**config.mk**
```make
export PLATFORM = sky130hd
export DESIGN_NAME = length_prefixed_deframer
export DESIGN_NICKNAME = d
export VERILOG_FILES = /design/src/rtl/lpd_pkg.sv /design/src/rtl/length_prefixed_deframer.sv /design/src/rtl/lpd_front.sv /design/src/rtl/lpd_queue.sv /design/src/rtl/lpd_back.sv
export SDC_FILE = /design/constraint.sdc
export NUM_CORES = 1
export LEC_CHECK = 0
export BUFFER_PORTS_ARGS = -buffer_cell sky130_fd_sc_hd__buf_4
export CORE_UTILIZATION = 61
export CTS_CLUSTER_SIZE = 40
export DETAILED_ROUTE_END_ITERATION = 8
export GPL_ROUTABILITY_DRIVEN = 0
export GPL_TIMING_DRIVEN = 0
export HOLD_SLACK_MARGIN = 0.05
export PLACE_DENSITY = 0.8
export RECOVER_POWER = 100
export SLEW_MARGIN = 20
export SYNTH_ARGS = -nofsm -noshare
export SYNTH_HDL_FRONTEND = slang
export SYNTH_SLANG_ARGS = --single-unit
```
**constraint.sdc**
```tcl
create_clock -name aclk -period 10.7 [get_ports aclk]
set_clock_uncertainty 0.15 [all_clocks]
set_input_delay 1.605 -clock aclk [delete_from_list [all_inputs] [get_ports aclk]]
set_output_delay 1.605 -clock aclk [all_outputs]
set_load 0.02 [all_outputs]
```
**src/rtl/lpd_pkg.sv**
```systemverilog
`timescale 1ns / 1ps
// ----------------------------------------------------------------------------
// lpd_pkg: shared types and constants for the length-prefixed deframer
// Result record, parser phases, result kinds and queue sizing.
// ----------------------------------------------------------------------------
package lpd_pkg;

    localparam logic [1:0]  KIND_HEADER = 2'd0;
    localparam logic [1:0]  KIND_BODY   = 2'd1;
    localparam logic [1:0]  KIND_ERROR  = 2'd2;

    localparam logic [31:0] MIN_LEN       = 32'd10;
    localparam logic [31:0] MAX_LEN_RESET = 32'd1048576;

    // last byte index of the length field and of the type/id header
    localparam logic [3:0]  LEN_LAST_IDX = 4'd3;
    localparam logic [3:0]  HDR_LAST_IDX = 4'd9;
    localparam logic [3:0]  TYPE_BYTES   = 4'd2;

    localparam int QDEPTH = 4;
    localparam int QPTR_W = $clog2(QDEPTH);
    localparam int QCNT_W = $clog2(QDEPTH + 1);

    typedef enum logic [1:0] {
        PH_LEN  = 2'd0,
        PH_HDR  = 2'd1,
        PH_BODY = 2'd2,
        PH_SKIP = 2'd3
    } lpd_phase_t;

    typedef struct packed {
        logic [1:0]  kind;
        logic [15:0] frame_type;
        logic [63:0] message_id;
        logic [31:0] body_length;
        logic [7:0]  data_byte;
        logic        last;
    } lpd_rec_t;

    typedef struct packed {
        logic full;
        logic empty;
    } lpd_qstat_t;

endpackage

```
**src/rtl/length_prefixed_deframer.sv**
```systemverilog
`timescale 1ns / 1ps
// ----------------------------------------------------------------------------
// length_prefixed_deframer: length-prefixed frame parser
// Splits a byte stream into header, body-byte and length-error beats.
// ----------------------------------------------------------------------------
// Usage:
//   s_axis carries one stream byte per beat. Each frame is a 32-bit
//   big-endian length, a 16-bit type, a 64-bit id and the body.
//   m_axis carries one result beat per header, body byte or bad length;
//   tuser gives the kind, tlast marks the final beat of a frame.
//   cfg_wr_en/cfg_wr_data write the maximum declared length; write it idle.
//   Throughput: one byte per cycle while the result queue is not full.
//   A result is registered in the queue and then in the output register
//   before it appears on m_axis.
//   A four-entry queue sits between the parser and the output register;
//   when m_axis stalls the queue fills and s_axis_tready drops only when
//   it is full. Skip bytes produce no beat; length bytes only a bad-length one.
//   Reset: parser waits for a length field, queue and output are empty,
//   the maximum length returns to 1048576.
// ----------------------------------------------------------------------------
module length_prefixed_deframer (
    input  logic         aclk,
    input  logic         aresetn,
    input  logic         cfg_wr_en,
    input  logic [31:0]  cfg_wr_data,   // max_frame_length
    input  logic         s_axis_tvalid,
    output logic         s_axis_tready,
    input  logic [7:0]   s_axis_tdata,  // [7:0] in_byte
    output logic         m_axis_tvalid,
    input  logic         m_axis_tready,
    // [15:0] frame_type, [79:16] message_id, [111:80] body_length,
    // [119:112] data_byte
    output logic [119:0] m_axis_tdata,
    output logic [1:0]   m_axis_tuser,  // [1:0] result_kind
    output logic         m_axis_tlast   // last
);
    import lpd_pkg::*;

    logic       byte_accept;
    logic       push;
    logic       pop;
    lpd_rec_t   push_rec;
    lpd_rec_t   pop_rec;
    lpd_qstat_t qstat;

    assign s_axis_tready = !qstat.full;
    assign byte_accept   = s_axis_tvalid && s_axis_tready;

    lpd_front u_front (
        .aclk        (aclk),
        .aresetn     (aresetn),
        .cfg_wr_en   (cfg_wr_en),
        .cfg_wr_data (cfg_wr_data),
        .byte_accept (byte_accept),
        .byte_in     (s_axis_tdata),
        .push        (push),
        .push_rec    (push_rec)
    );

    lpd_queue u_queue (
        .aclk     (aclk),
        .aresetn  (aresetn),
        .push     (push),
        .push_rec (push_rec),
        .pop      (pop),
        .pop_rec  (pop_rec),
        .stat     (qstat)
    );

    lpd_back u_back (
        .aclk          (aclk),
        .aresetn       (aresetn),
        .rec_in        (pop_rec),
        .qstat         (qstat),
        .pop           (pop),
        .m_axis_tvalid (m_axis_tvalid),
        .m_axis_tready (m_axis_tready),
        .m_axis_tdata  (m_axis_tdata),
        .m_axis_tuser  (m_axis_tuser),
        .m_axis_tlast  (m_axis_tlast)
    );

endmodule

```
**src/rtl/lpd_front.sv**
```systemverilog
`timescale 1ns / 1ps
// ----------------------------------------------------------------------------
// lpd_front: byte parser
// Takes one stream byte per beat, tracks the frame phase and builds a
// result record for header, body and length-error events.
// ----------------------------------------------------------------------------
module lpd_front (
    input  logic              aclk,
    input  logic              aresetn,
    input  logic              cfg_wr_en,
    input  logic [31:0]       cfg_wr_data,
    input  logic              byte_accept,
    input  logic [7:0]        byte_in,
    output logic              push,
    output lpd_pkg::lpd_rec_t push_rec
);
    import lpd_pkg::*;

    lpd_phase_t  phase_reg, phase_next;
    logic [3:0]  cnt_reg, cnt_next;
    logic [31:0] len_reg, len_next;
    logic [15:0] type_reg, type_next;
    logic [63:0] id_reg, id_next;
    logic [31:0] left_reg, left_next;
    logic [31:0] max_reg;

    logic [31:0] len_shift;
    logic [31:0] body_len;

    assign len_shift = {len_reg[23:0], byte_in};
    assign body_len  = len_reg - MIN_LEN;

    always_ff @(posedge aclk) begin
        if (!aresetn) begin
            phase_reg <= PH_LEN;
            cnt_reg   <= '0;
            len_reg   <= '0;
            type_reg  <= '0;
            id_reg    <= '0;
            left_reg  <= '0;
            max_reg   <= MAX_LEN_RESET;
        end else begin
            phase_reg <= phase_next;
            cnt_reg   <= cnt_next;
            len_reg   <= len_next;
            type_reg  <= type_next;
            id_reg    <= id_next;
            left_reg  <= left_next;
            if (cfg_wr_en) begin
                max_reg <= cfg_wr_data;
            end
        end
    end

    always_comb begin
        phase_next = phase_reg;
        cnt_next   = cnt_reg;
        len_next   = len_reg;
        type_next  = type_reg;
        id_next    = id_reg;
        left_next  = left_reg;
        push       = 1'b0;
        push_rec   = '0;
        if (byte_accept) begin
            unique case (phase_reg)
                PH_LEN: begin
                    len_next = len_shift;
                    cnt_next = cnt_reg + 4'd1;
                    if (cnt_reg == LEN_LAST_IDX) begin
                        cnt_next = '0;
                        if (len_shift < MIN_LEN || len_shift > max_reg) begin
                            left_next  = len_shift;
                            phase_next = (len_shift != '0) ? PH_SKIP : PH_LEN;
                            len_next   = '0;
                            push       = 1'b1;
                            push_rec.kind = KIND_ERROR;
                            push_rec.last = 1'b1;
                        end else begin
                            type_next  = '0;
                            id_next    = '0;
                            phase_next = PH_HDR;
                        end
                    end
                end
                PH_HDR: begin
                    if (cnt_reg < TYPE_BYTES) begin
                        type_next = {type_reg[7:0], byte_in};
                    end else begin
                        id_next = {id_reg[55:0], byte_in};
                    end
                    cnt_next = cnt_reg + 4'd1;
                    if (cnt_reg == HDR_LAST_IDX) begin
                        cnt_next   = '0;
                        left_next  = body_len;
                        len_next   = '0;
                        phase_next = (body_len != '0) ? PH_BODY : PH_LEN;
                        push       = 1'b1;
                        push_rec.kind        = KIND_HEADER;
                        push_rec.frame_type  = type_next;
                        push_rec.message_id  = id_next;
                        push_rec.body_length = body_len;
                        push_rec.last        = (body_len == '0);
                    end
                end
                PH_BODY: begin
                    left_next = left_reg - 32'd1;
                    if (left_reg == 32'd1) begin
                        phase_next = PH_LEN;
                    end
                    push = 1'b1;
                    push_rec.kind      = KIND_BODY;
                    push_rec.data_byte = byte_in;
                    push_rec.last      = (left_reg == 32'd1);
                end
                PH_SKIP: begin
                    left_next = left_reg - 32'd1;
                    if (left_reg == 32'd1) begin
                        phase_next = PH_LEN;
                    end
                end
                default: begin
                    phase_next = PH_LEN;
                end
            endcase
        end
    end

    a_len_cnt: assert property (@(posedge aclk) disable iff (!aresetn)
        (phase_reg == PH_LEN) |-> (cnt_reg <= LEN_LAST_IDX))
        else $error("length byte count out of range");

    a_left_nonzero: assert property (@(posedge aclk) disable iff (!aresetn)
        (phase_reg == PH_BODY || phase_reg == PH_SKIP) |-> (left_reg != '0))
        else $error("body or skip phase with no bytes left");

endmodule

```
**src/rtl/lpd_queue.sv**
```systemverilog
`timescale 1ns / 1ps
// ----------------------------------------------------------------------------
// lpd_queue: result queue
// Small register FIFO between the parser and the output stage.
// ----------------------------------------------------------------------------
module lpd_queue (
    input  logic                aclk,
    input  logic                aresetn,
    input  logic                push,
    input  lpd_pkg::lpd_rec_t   push_rec,
    input  logic                pop,
    output lpd_pkg::lpd_rec_t   pop_rec,
    output lpd_pkg::lpd_qstat_t stat
);
    import lpd_pkg::*;

    lpd_rec_t          mem [QDEPTH];
    logic [QPTR_W-1:0] wr_ptr_reg;
    logic [QPTR_W-1:0] rd_ptr_reg;
    logic [QCNT_W-1:0] count_reg;

    assign stat.full  = (count_reg == QCNT_W'(QDEPTH));
    assign stat.empty = (count_reg == '0);
    assign pop_rec    = mem[rd_ptr_reg];

    always_ff @(posedge aclk) begin
        if (push) begin
            mem[wr_ptr_reg] <= push_rec;
        end
    end

    always_ff @(posedge aclk) begin
        if (!aresetn) begin
            wr_ptr_reg <= '0;
            rd_ptr_reg <= '0;
            count_reg  <= '0;
        end else begin
            if (push) begin
                wr_ptr_reg <= wr_ptr_reg + QPTR_W'(1);
            end
            if (pop) begin
                rd_ptr_reg <= rd_ptr_reg + QPTR_W'(1);
            end
            if (push && !pop) begin
                count_reg <= count_reg + QCNT_W'(1);
            end else if (pop && !push) begin
                count_reg <= count_reg - QCNT_W'(1);
            end
        end
    end

    a_count_max: assert property (@(posedge aclk) disable iff (!aresetn)
        count_reg <= QCNT_W'(QDEPTH))
        else $error("queue count above depth");

    a_pop_nonempty: assert property (@(posedge aclk) disable iff (!aresetn)
        pop |-> (count_reg != '0))
        else $error("pop from empty queue");

    a_push_grows: assert property (@(posedge aclk) disable iff (!aresetn)
        (push && !pop) |=> (count_reg == $past(count_reg) + QCNT_W'(1)))
        else $error("queue count did not grow on push");

endmodule

```
**src/rtl/lpd_back.sv**
```systemverilog
`timescale 1ns / 1ps
// ----------------------------------------------------------------------------
// lpd_back: output stage
// Pulls records from the queue into the master-side output register.
// ----------------------------------------------------------------------------
module lpd_back (
    input  logic                aclk,
    input  logic                aresetn,
    input  lpd_pkg::lpd_rec_t   rec_in,
    input  lpd_pkg::lpd_qstat_t qstat,
    output logic                pop,
    output logic                m_axis_tvalid,
    input  logic                m_axis_tready,
    output logic [119:0]        m_axis_tdata,
    output logic [1:0]          m_axis_tuser,
    output logic                m_axis_tlast
);
    import lpd_pkg::*;

    logic     valid_reg;
    lpd_rec_t rec_reg;

    assign pop = !qstat.empty && (!valid_reg || m_axis_tready);

    always_ff @(posedge aclk) begin
        if (!aresetn) begin
            valid_reg <= 1'b0;
        end else if (!valid_reg || m_axis_tready) begin
            valid_reg <= !qstat.empty;
        end
    end

    always_ff @(posedge aclk) begin
        if (pop) begin
            rec_reg <= rec_in;
        end
    end

    assign m_axis_tvalid = valid_reg;
    assign m_axis_tuser  = rec_reg.kind;
    assign m_axis_tlast  = rec_reg.last;
    assign m_axis_tdata  = {rec_reg.data_byte, rec_reg.body_length,
                            rec_reg.message_id, rec_reg.frame_type};

endmodule

```
-- Word level (Yosys, flattened, before mapping)
Memories as Yosys holds them, arrays and structs flattened. A register that Yosys moved wholly into a read port is not among the register bits.
Index checks and enable logic that the tools add are counted.
- register bits after elaboration: 190
- bits in writable memories: 492
- word-level logic and storage cells: 102
- memories kept: 1
- $add $sub $neg: 7
- $lt $le $gt $ge: 3
- equal/unequal tests: 12
- multiplexer cells: 44
- reduce and logical (&&, ||, !) cells: 24
- memories (memory ; words ; width ; rd ports ; clocked after Yosys merged registers in ; write ports ; RTL line ; text):
    u_queue.mem ; 4 ; 123 ; 1 ; 1 ; 1 ; lpd_queue.sv:17 ; lpd_rec_t mem [QDEPTH];
- operator list (operator ; count):
    two-way mux 112 bit ; 2
    two-way mux 32 bit ; 6
    two-way mux 64 bit ; 3
    case mux 64 bit (2 select lines) ; 1
    two-way mux 123 bit ; 1
    case mux 32 bit (3 select lines) ; 1
    case mux 32 bit (2 select lines) ; 1
    nonzero test 32 bit ; 2
    two-way mux 16 bit ; 3
    equality test 32 x 1 -> 1 bit (second input constant) ; 1
    greater-than comparator 32 bit ; 1
    logical NOT 32 bit ; 1
    < comparator 32 x 4 -> 1 bit (second input constant) ; 1
    case mux 16 bit (2 select lines) ; 1
    subtractor 32 x 1 -> 32 bit (second input constant) ; 1
    subtractor 32 x 4 -> 32 bit (second input constant) ; 1
    two-way mux 2 bit ; 8
    case mux 2 bit (3 select lines) ; 2
    AND reduction 4 bit ; 3
    two-way mux 4 bit ; 2
    two-way mux 8 bit ; 1
    != test 2 x 1 -> 1 bit (second input constant) ; 4
    case mux 4 bit (2 select lines) ; 1
    two-way mux 1 bit ; 7
    22 further kinds ; 35

-- Logic depth before layout (Yosys ltp)
Gate-level depths: netlist (run 1).
- word-level depth: 10
- mapped depth: 16
- mapped depth without buffers: 16

-- Hierarchy
A second synthesis (run 1) with hierarchy kept.
- cells, all modules: 2164
- area, all modules: 32408.6 um^2
- modules (own cells, without submodules) (module ; instances ; cells each ; area an instance (um^2)):
    lpd_queue ; 1 ; 686 ; 18183.7
    lpd_front ; 1 ; 1349 ; 10477.5
    lpd_back ; 1 ; 127 ; 3737.3
    length_prefixed_deframer ; 1 ; 2 ; 10.0

-- Least setup slack after synthesis (run 1)
No wires, ideal clock.
- path kind: input -> register
- start point: input m_axis_tready
- end point: register u_queue.count_reg[2]
- library setup time: 0.071 ns
- data arrival time: 9.119 ns
- path slack: 1.361 ns
- stages on the path: 9
- buffers on the path: 0
- cell sequence: inv_1 a21oi_1 inv_1 ha_1 inv_1 fa_1 xor2_1 or3_1 a21oi_1
- cells in the longest elaborated chain, start to end: 5
- elaborated cells between the ends (all ways): 7
- classes of those cells: 1 x mux; 6 x reduce/logical
- RTL lines (element ; RTL line ; text):
    start, declared ; length_prefixed_deframer.sv:30 ; input logic m_axis_tready,
    logical OR 1 bit * ; lpd_back.sv:23 ; assign pop = !qstat.empty && (!valid_reg || m_axis_tready);
    logical AND 1 bit * ; lpd_back.sv:23 ;
    via pop ; length_prefixed_deframer.sv:41 ; logic pop;
    logical NOT 1 bit ; lpd_queue.sv:44 ; if (push && !pop) begin
    logical AND 1 bit ; lpd_queue.sv:44 ;
    two-way mux 3 bit / nonzero test 2 bit (equally long branches) ; n/a ;
    end signal, assigned ; lpd_queue.sv:45 ; count_reg <= count_reg + QCNT_W'(1);
    end signal, assigned ; lpd_queue.sv:47 ; count_reg <= count_reg - QCNT_W'(1);
    end, declared ; lpd_queue.sv:20 ; logic [QCNT_W-1:0] count_reg;
The timed path passes the listed nets; every way through them passes the cells marked *.
A chain may end at the register's enable or synchronous reset.

-- Worst setup path in the final report (run 1)
- start point: input s_axis_tdata[7]
- end point: memory u_queue.mem[0][27] in the netlist's numbering (enable)
- cells in the longest elaborated chain, start to end: 8
- elaborated cells between the ends (all ways): 9
- classes of those cells: 2 x order compare; 6 x mux; 1 x reduce/logical
- RTL lines (element ; RTL line ; text):
    start, declared ; length_prefixed_deframer.sv:28 ; input logic [7:0] s_axis_tdata,
    < comparator 32 x 4 -> 1 bit / greater-than comparator 32 bit (equally long branches) ; lpd_front.sv:71 ; if (len_shift < MIN_LEN || len_shift > max_reg) begin
    logical OR 1 bit * ; lpd_front.sv:71 ;
    two-way mux 1 bit * ; lpd_front.sv:71 ;
    two-way mux 1 bit * ; lpd_front.sv:69 ; if (cnt_reg == LEN_LAST_IDX) begin
    case mux 1 bit (3 select lines) * ; lpd_front.sv:65 ; unique case (phase_reg)
    two-way mux 1 bit * ; lpd_front.sv:64 ; if (byte_accept) begin
    two-way mux 1 bit * ; lpd_queue.sv:27 ; if (push) begin
    two-way mux 1 bit (not written as such) * ; lpd_queue.sv:28 ; mem[wr_ptr_reg] <= push_rec;
    end, declared ; lpd_queue.sv:17 ;
Mark *: on every way between the ends. The rest lies on a longest branch, timed or not.

==> results of run 1 <==
## final cells by class
type | count | area [um2]
buffer | 141 | 542
clock buffer | 109 | 2200
clock inverter | 36 | 339
fill | 3369 | 15800
inverter | 52 | 195
multi-input combinational | 1314 | 9370
sequential | 805 | 22300
tap | 688 | 861
timing repair buffer | 198 | 988
## cell families (layout without fill, tap and decap cells)
group	after synthesis	count (layout)	synth area share [%]
flip-flops	805	805	68.7
AND/OR/NAND/NOR	692	692	9.39
AO/OA/AOI/OAI	381	381	7.20
buffers and inverters	193	536	2.33
multiplexers	162	162	9.74
adder cells (fa/ha/maj)	44	44	1.72
XOR/XNOR	35	35	0.945
## power by group through the flow
stage	sequential (W)	clock, W	combinational [W]
final	0.00387	0.00272	0.00191
after global routing	0.00390	0.00287	0.00202
after CTS	0.00387	0.00274	0.00220
after detailed placement	0.00393	0	0.00219
after global placement	0.00404	0	0.00203
after floorplan	0.00430	0	0.000998
## worst min path at each step
stage,depth (start not counted),start,end,slack [ns]
6_report,2,u_front.id_reg[57],u_front.id_reg[57],0.31
5_1_grt,2,u_front.type_reg[13],u_front.type_reg[13],0.34
4_1_cts,2,u_front.id_reg[57],u_front.id_reg[57],0.31
3_5_place_dp,2,u_front.id_reg[57],u_front.id_reg[57],0.30
3_3_place_gp,2,u_front.type_reg[13],u_front.type_reg[13],0.29
2_1_floorplan,2,u_front.type_reg[13],u_front.type_reg[13],0.28
## worst max-delay path: stages
cell and delay, ns:
clkbuf_1 0.66, ha_1 0.28, nand2_1 0.08, nor4_1 0.40, a211o_1 0.24, nor2_1 0.06, o21ai_0 0.55, a311oi_1 0.49
nor2b_1 0.91, clkbuf_1 0.95, clkbuf_1 1.13, buf_16 0.24
## cells in the final DEF, fill, tap and decap left out, drive strengths merged, types with 14 or more instances in the layout
cell type	Yosys	layout
inv	52	56
edfxtp	615	615
o21ai	105	105
buf	36	54
o22ai	28	28
nand3	15	15
a21oi	131	131
nor3	34	34
a211oi	21	21
xor2	19	19
clkinv	0	22
nand2	382	382
ha	43	43
dfxtp	190	190
xnor2	16	16
mux2i	39	39
clkbuf	105	394
nor2	157	157
nor4	18	18
a22o	32	32
mux4	123	123
or3	14	14
## routing by layer
layer | track usage (%) | vias up
met5 | 0 | -
met4 | 14.5 | 2
met3 | 7.01 | 372
met2 | 48.3 | 1546
met1 | 39.8 | 10400
li1 | - | 9223
## through the flow
step	total power [W]	util, %	hold WS [ns]	instance area (um2)
after floorplan	0.00530	-	0.279	32400
after global placement	0.00607	65.8	0.294	34600
after detailed placement	0.00611	67.2	0.304	35300
after CTS	0.00881	72.0	0.313	37800
after global routing	0.00879	70.0	0.343	36800
final	0.00850	70.0	0.314	36800
==> run metrics, run 1 <==
outcome=complete, but fails checks; failing checks=design-rule violations, max-capacitance violations, max-slew violations; worst-case reg-to-reg path depth=11; clock slew at reported path FFs=~0.060 ns; hold crit path type=reg2reg; most frequent cell after synthesis=edfxtp_1; Reg power frac=roughly 46%; Slew headroom=-22.6%; setup repair bufs after CTS=0; # diodes=0; Post-Synthesis Cell Area=around 32000 um2; routed via count=~22000; setup_tns=0 ns; full die area=approximately 54000 um2; DRT antenna net count=0; global route overflow=0; Root Driver=clkbuf_16; DP Worst Slack=about 4.9 ns; count of different cell masters after synthesis=slightly above 70; Post-CTS Hold Fix Bufs=0; largest cells by area after synthesis=edfxtp_1, dfxtp_1, mux4_2; Setup CP Type=in2reg; number of synthesized flops with an enable pin=between 600 and 700; Post-DP HPWL=54100 um; Logic pwr share=~23%; Fin. Hold Viols=0; Period minus WS final=7.45 ns; # clock sinks=805; synthesis-to-finish area growth=13.4%; first-pass GRT wire length=between 100000 and 150000 um; post-DR wirelength/cell=roughly 24 um; setup ws final=roughly 3.3 ns; reg2reg end=u_queue.mem[0][27]; P_leak=about 12 nW; switching power total=0.00260 W; vias in the first global route=between 20000 and 25000; htree depth=3; FFs w/ async S/R, synth=0%; r2r setup slk=roughly 4.1 ns; die height=roughly 230 um; crit end category=register; crit path launch=s_axis_tdata[7]; PortBufs=between 150 and 200; Met1 Wirelength=approximately 30000 um; syn_area_per_cell=around 14 um2; final count of negative-setup-slack endpoints=0; largest net degree at the start of global routing=29; die width=approximately 230 um; syn_nets=between 2000 and 2500; fin. max-slew vios=~240; Final Cycle Share=69.6%; Core Box Area=between 50000 and 60000 um2; gr usage total=30.4%; Gate Count Post-Synth=2312; nets=~2700; sw frac=approximately 31%; worst path required time=10.88 ns; DRT iter0 DRCs=2954; Initial Util=about 60%; Largest register FFs=roughly 490; CTS tree=yes; sequential share of the synthesized area=between 60% and 70%; synth warn=0; wire length on met2=between 30000 and 40000 um; Max Cap Violations=11; Rows=between 80 and 90; most used flip-flop cell after synthesis=edfxtp_1; Initial DRT Pass Iterations=9; Clk pwr share=approximately a third; Clock Latency Late Sink=0.64 ns; Cell Int Power=0.00591 W; placed instance count=3198; pwr dens=between 200 and 250 nW/um2; crit path to=u_queue.mem[0][27]; share of the synthesized area in the top cell type=a little under three fifths; RSZ-0062 raised after global routing=no; Synth top cells by count=edfxtp_1, nand2_1, dfxtp_1; Routed WL=81900 um; deepest clock path buffer count=3; initial antenna violation count=1; routed wl met3=~9000 um; IO Pins=170; Crit Path Max Fanout=19; number of synthesized register bits=805; post-cts resize count=0; Max Used Layer=met5; CP arrival=between 7 and 8 ns; CP Launch Type=input port; Num CTS Buffers=78; Finished Layout Cells=3343; Max Fclk=approximately 130 MHz; Peak VDD IR=roughly 130 uV; Slew @ Worst Pin=roughly 1.8 ns; ratio of cells with drive above 1 in the final layout=11.5%; r2r startpoint=u_front.len_reg[14]; Residual DRC=11; Avg Vias per Cell=approximately 6.4; Yosys top cell by area=edfxtp_1
(Power assumes the default switching activity.)
==> inputs of run 2 (changes only) <==
==> constraint.sdc (replaced) <==
create_clock -name aclk -period 7.05 [get_ports aclk]
set_clock_uncertainty 0.15 [all_clocks]
set_input_delay 1.0575 -clock aclk [delete_from_list [all_inputs] [get_ports aclk]]
set_output_delay 1.0575 -clock aclk [all_outputs]
set_load 0.02 [all_outputs]
==> run 2 against run 1 <==
  * The flow finishes with violations (max-capacitance violations, max-slew violations)
  * Non-clock buffer count fell by 2
  * Total power grew 54%
  * Critical path depth unchanged
  * Final cell count barely moved
  * Core utilization up 0.79 points
  * Combinational power is 51% higher
  * Clock power grew 58%
  * Via count is 0.62% higher
  * Hold slack improved by 0.0064 ns
  * Largest power group unchanged
==> run metrics, run 2 (synthesis results as in run 1) <==
outcome=complete, but fails checks (unchanged); failing checks=max-capacitance violations, max-slew violations (was design-rule violations, max-capacitance violations, max-slew violations); Fin. Hold Viols=0 (unchanged); Setup CP Type=in2reg (unchanged); RSZ-0062 raised after global routing=no (unchanged); post-DR wirelength/cell=24.3 um (was 24.5 um); hold crit path type=reg2reg (unchanged); Crit Path Max Fanout=23 (was 19); Clock Latency Late Sink=0.63 ns (was 0.64 ns); die height=233 um (unchanged); placed instance count=3196 (was 3198); # diodes=0 (unchanged); Max Cap Violations=2 (was 11); full die area=54100 um2 (unchanged); DP Worst Slack=1.83 ns (was 4.95 ns); Peak VDD IR=224 uV (was 133 uV); crit end category=register (unchanged); routed via count=21600 (was 21500); commonest non-fill, non-tap cell in the layout=edfxtp_1 (unchanged); Slew headroom=-26.8% (was -22.6%); initial antenna violation count=1 (unchanged); Post-CTS Hold Fix Bufs=0 (unchanged); Routed WL=81000 um (was 81900 um); Avg Vias per Cell=6.48 (was 6.43); CP Launch Type=input port (unchanged); IO Pins=170 (unchanged); final count of negative-setup-slack endpoints=0 (unchanged); Period minus WS final=roughly 5.3 ns; largest net degree at the start of global routing=28 (was 29); ratio of cells with drive above 1 in the final layout=12.4% (was 11.5%); hold path cells=2 (unchanged); clock slew at reported path FFs=0.06 ns (about the same); Max Fclk=between 150 and 200 MHz; deepest clock path buffer count=3 (unchanged); fill count=3304 (was 3369); PortBufs=168 (unchanged); global route overflow=0 (unchanged); r2r startpoint=u_front.len_reg[6] (was u_front.len_reg[14]); nets=2677 (was 2679); Core Box Area=52600 um2 (unchanged); fin. max-slew vios=30 (was 243); DRT iter0 DRCs=3036 (was 2954); Residual DRC=0 (was 11); setup ws final=1.74 ns (was 3.25 ns); gr usage total=30.1% (was 30.4%); Rows=84 (unchanged); synthesis-to-finish area growth=14.7% (was 13.4%); footprint of the multi-input gates=9350 um2 (was 9370 um2); pwr dens=351 nW/um2 (was 231 nW/um2); htree depth=3 (unchanged); Hold Path End=u_front.type_reg[13] (was u_front.id_reg[57]); vias in the first global route=21100 (about the same); # clock sinks=805 (unchanged); worst-case reg-to-reg path depth=10 (was 11); Num CTS Buffers=78 (unchanged); register area=22300 um2 (unchanged); Slew @ Worst Pin=1.89 ns (was 1.84 ns); CP arrival=5.53 ns (was 7.63 ns); Finished Layout Cells=3340 (was 3343); DRT antenna net count=0 (unchanged); hold_sp=u_front.type_reg[13] (was u_front.id_reg[57]); Final Cycle Share=about three quarters; Initial DRT Pass Iterations=7 (was 9); Post-DP HPWL=52700 um (was 54100 um); final instance area=37200 um2 (was 36800 um2); Initial Util=61.7% (unchanged); Largest register FFs=492 (unchanged); Area after DPL=35300 um2 (about the same); first-pass GRT wire length=122000 um (was 123000 um); worst path required time=7.27 ns (was 10.88 ns); r2r setup slk=1.75 ns (was 4.11 ns); post-cts resize count=0 (unchanged); CTS tree=yes (unchanged); Root Driver=clkbuf_16 (unchanged); reg2reg end=u_queue.mem[1][117] (was u_queue.mem[0][27]); setup repair bufs after CTS=0 (unchanged); most frequent cells in the layout=edfxtp_1, nand2_1, clkbuf_1 (unchanged); P_leak=12.5 nW (was 12.3 nW); die width=233 um (unchanged)
-- run 2: cell types whose count changed in the layout (fill, tap and decap cells not counted), sizes merged --
cell / change
bufinv: +4
inv: -3
clkinv: +5
clkbuf: -26
clkinvlp: -4
buf: +21
-- run 2: how the worst max path moves through the flow --
stage | startpoint | to | slack, ns
after floorplan | s_axis_tdata[7] | u_queue.mem[0][0] | -1.58
after global placement | s_axis_tdata[7] | u_queue.mem[0][27] | -6.13
after detailed placement | s_axis_tdata[7] | u_queue.count_reg[2] | 1.83
after CTS | s_axis_tdata[7] | u_queue.count_reg[1] | 2.46
after global routing | u_front.len_reg[6] | u_queue.mem[1][119] | 1.50
final | s_axis_tdata[7] | u_queue.mem[1][117] | 1.74
-- run 2: critical path, cell delays in order --
cell,delay (ns)
buf_4,0.18
ha_1,0.33
a21oi_1,0.15
o21ai_0,0.12
a221o_1,0.36
a211o_1,0.26
nor2_1,0.13
o21ai_0,0.24
a311oi_1,1.52
nor2b_1,0.59
buf_12,0.36
buf_12,0.18
-- run 2: routing by layer --
metal,track usage (%),routed length (um),vias to the layer above
li1,-,-,9216
met1,39.8,30000,10500
met2,47.9,38300,1567
met3,6.27,8500,363
met4,14.6,4250,2
met5,0,11,-
-- run 2: through the flow --
stage / hold slack (ns) / power, W / utilization [%] / setup TNS, ns
floorplan: 0.279 / 0.00798 / - / -777.96
global placement: 0.293 / 0.00914 / 65.8 / -3005.99
detailed placement: 0.299 / 0.00927 / 67.1 / 0
CTS: 0.308 / 0.0135 / 72.2 / 0
global route: 0.347 / 0.0135 / 70.8 / 0
finish: 0.321 / 0.0131 / 70.8 / 0
-- run 2: final cells by class --
class | count | share of cell area [%]
Timing Repair Buffer | 196 | 3.49
Multi-Input combinational cell | 1314 | 25.2
Sequential cell | 805 | 59.9
Tap cell | 688 | 2.31
Clock buffer | 106 | 5.98
Clock inverter | 38 | 1.19
Inverter | 52 | 0.525
Buffer | 141 | 1.46
-- run 2: power by group --
group | leakage [nW] | internal, W | switching (W)
combinational | 3.77 | 0.000892 | 0.00200
clock | 1.31 | 0.00255 | 0.00175
sequential | 7.45 | 0.00569 | 0.000187
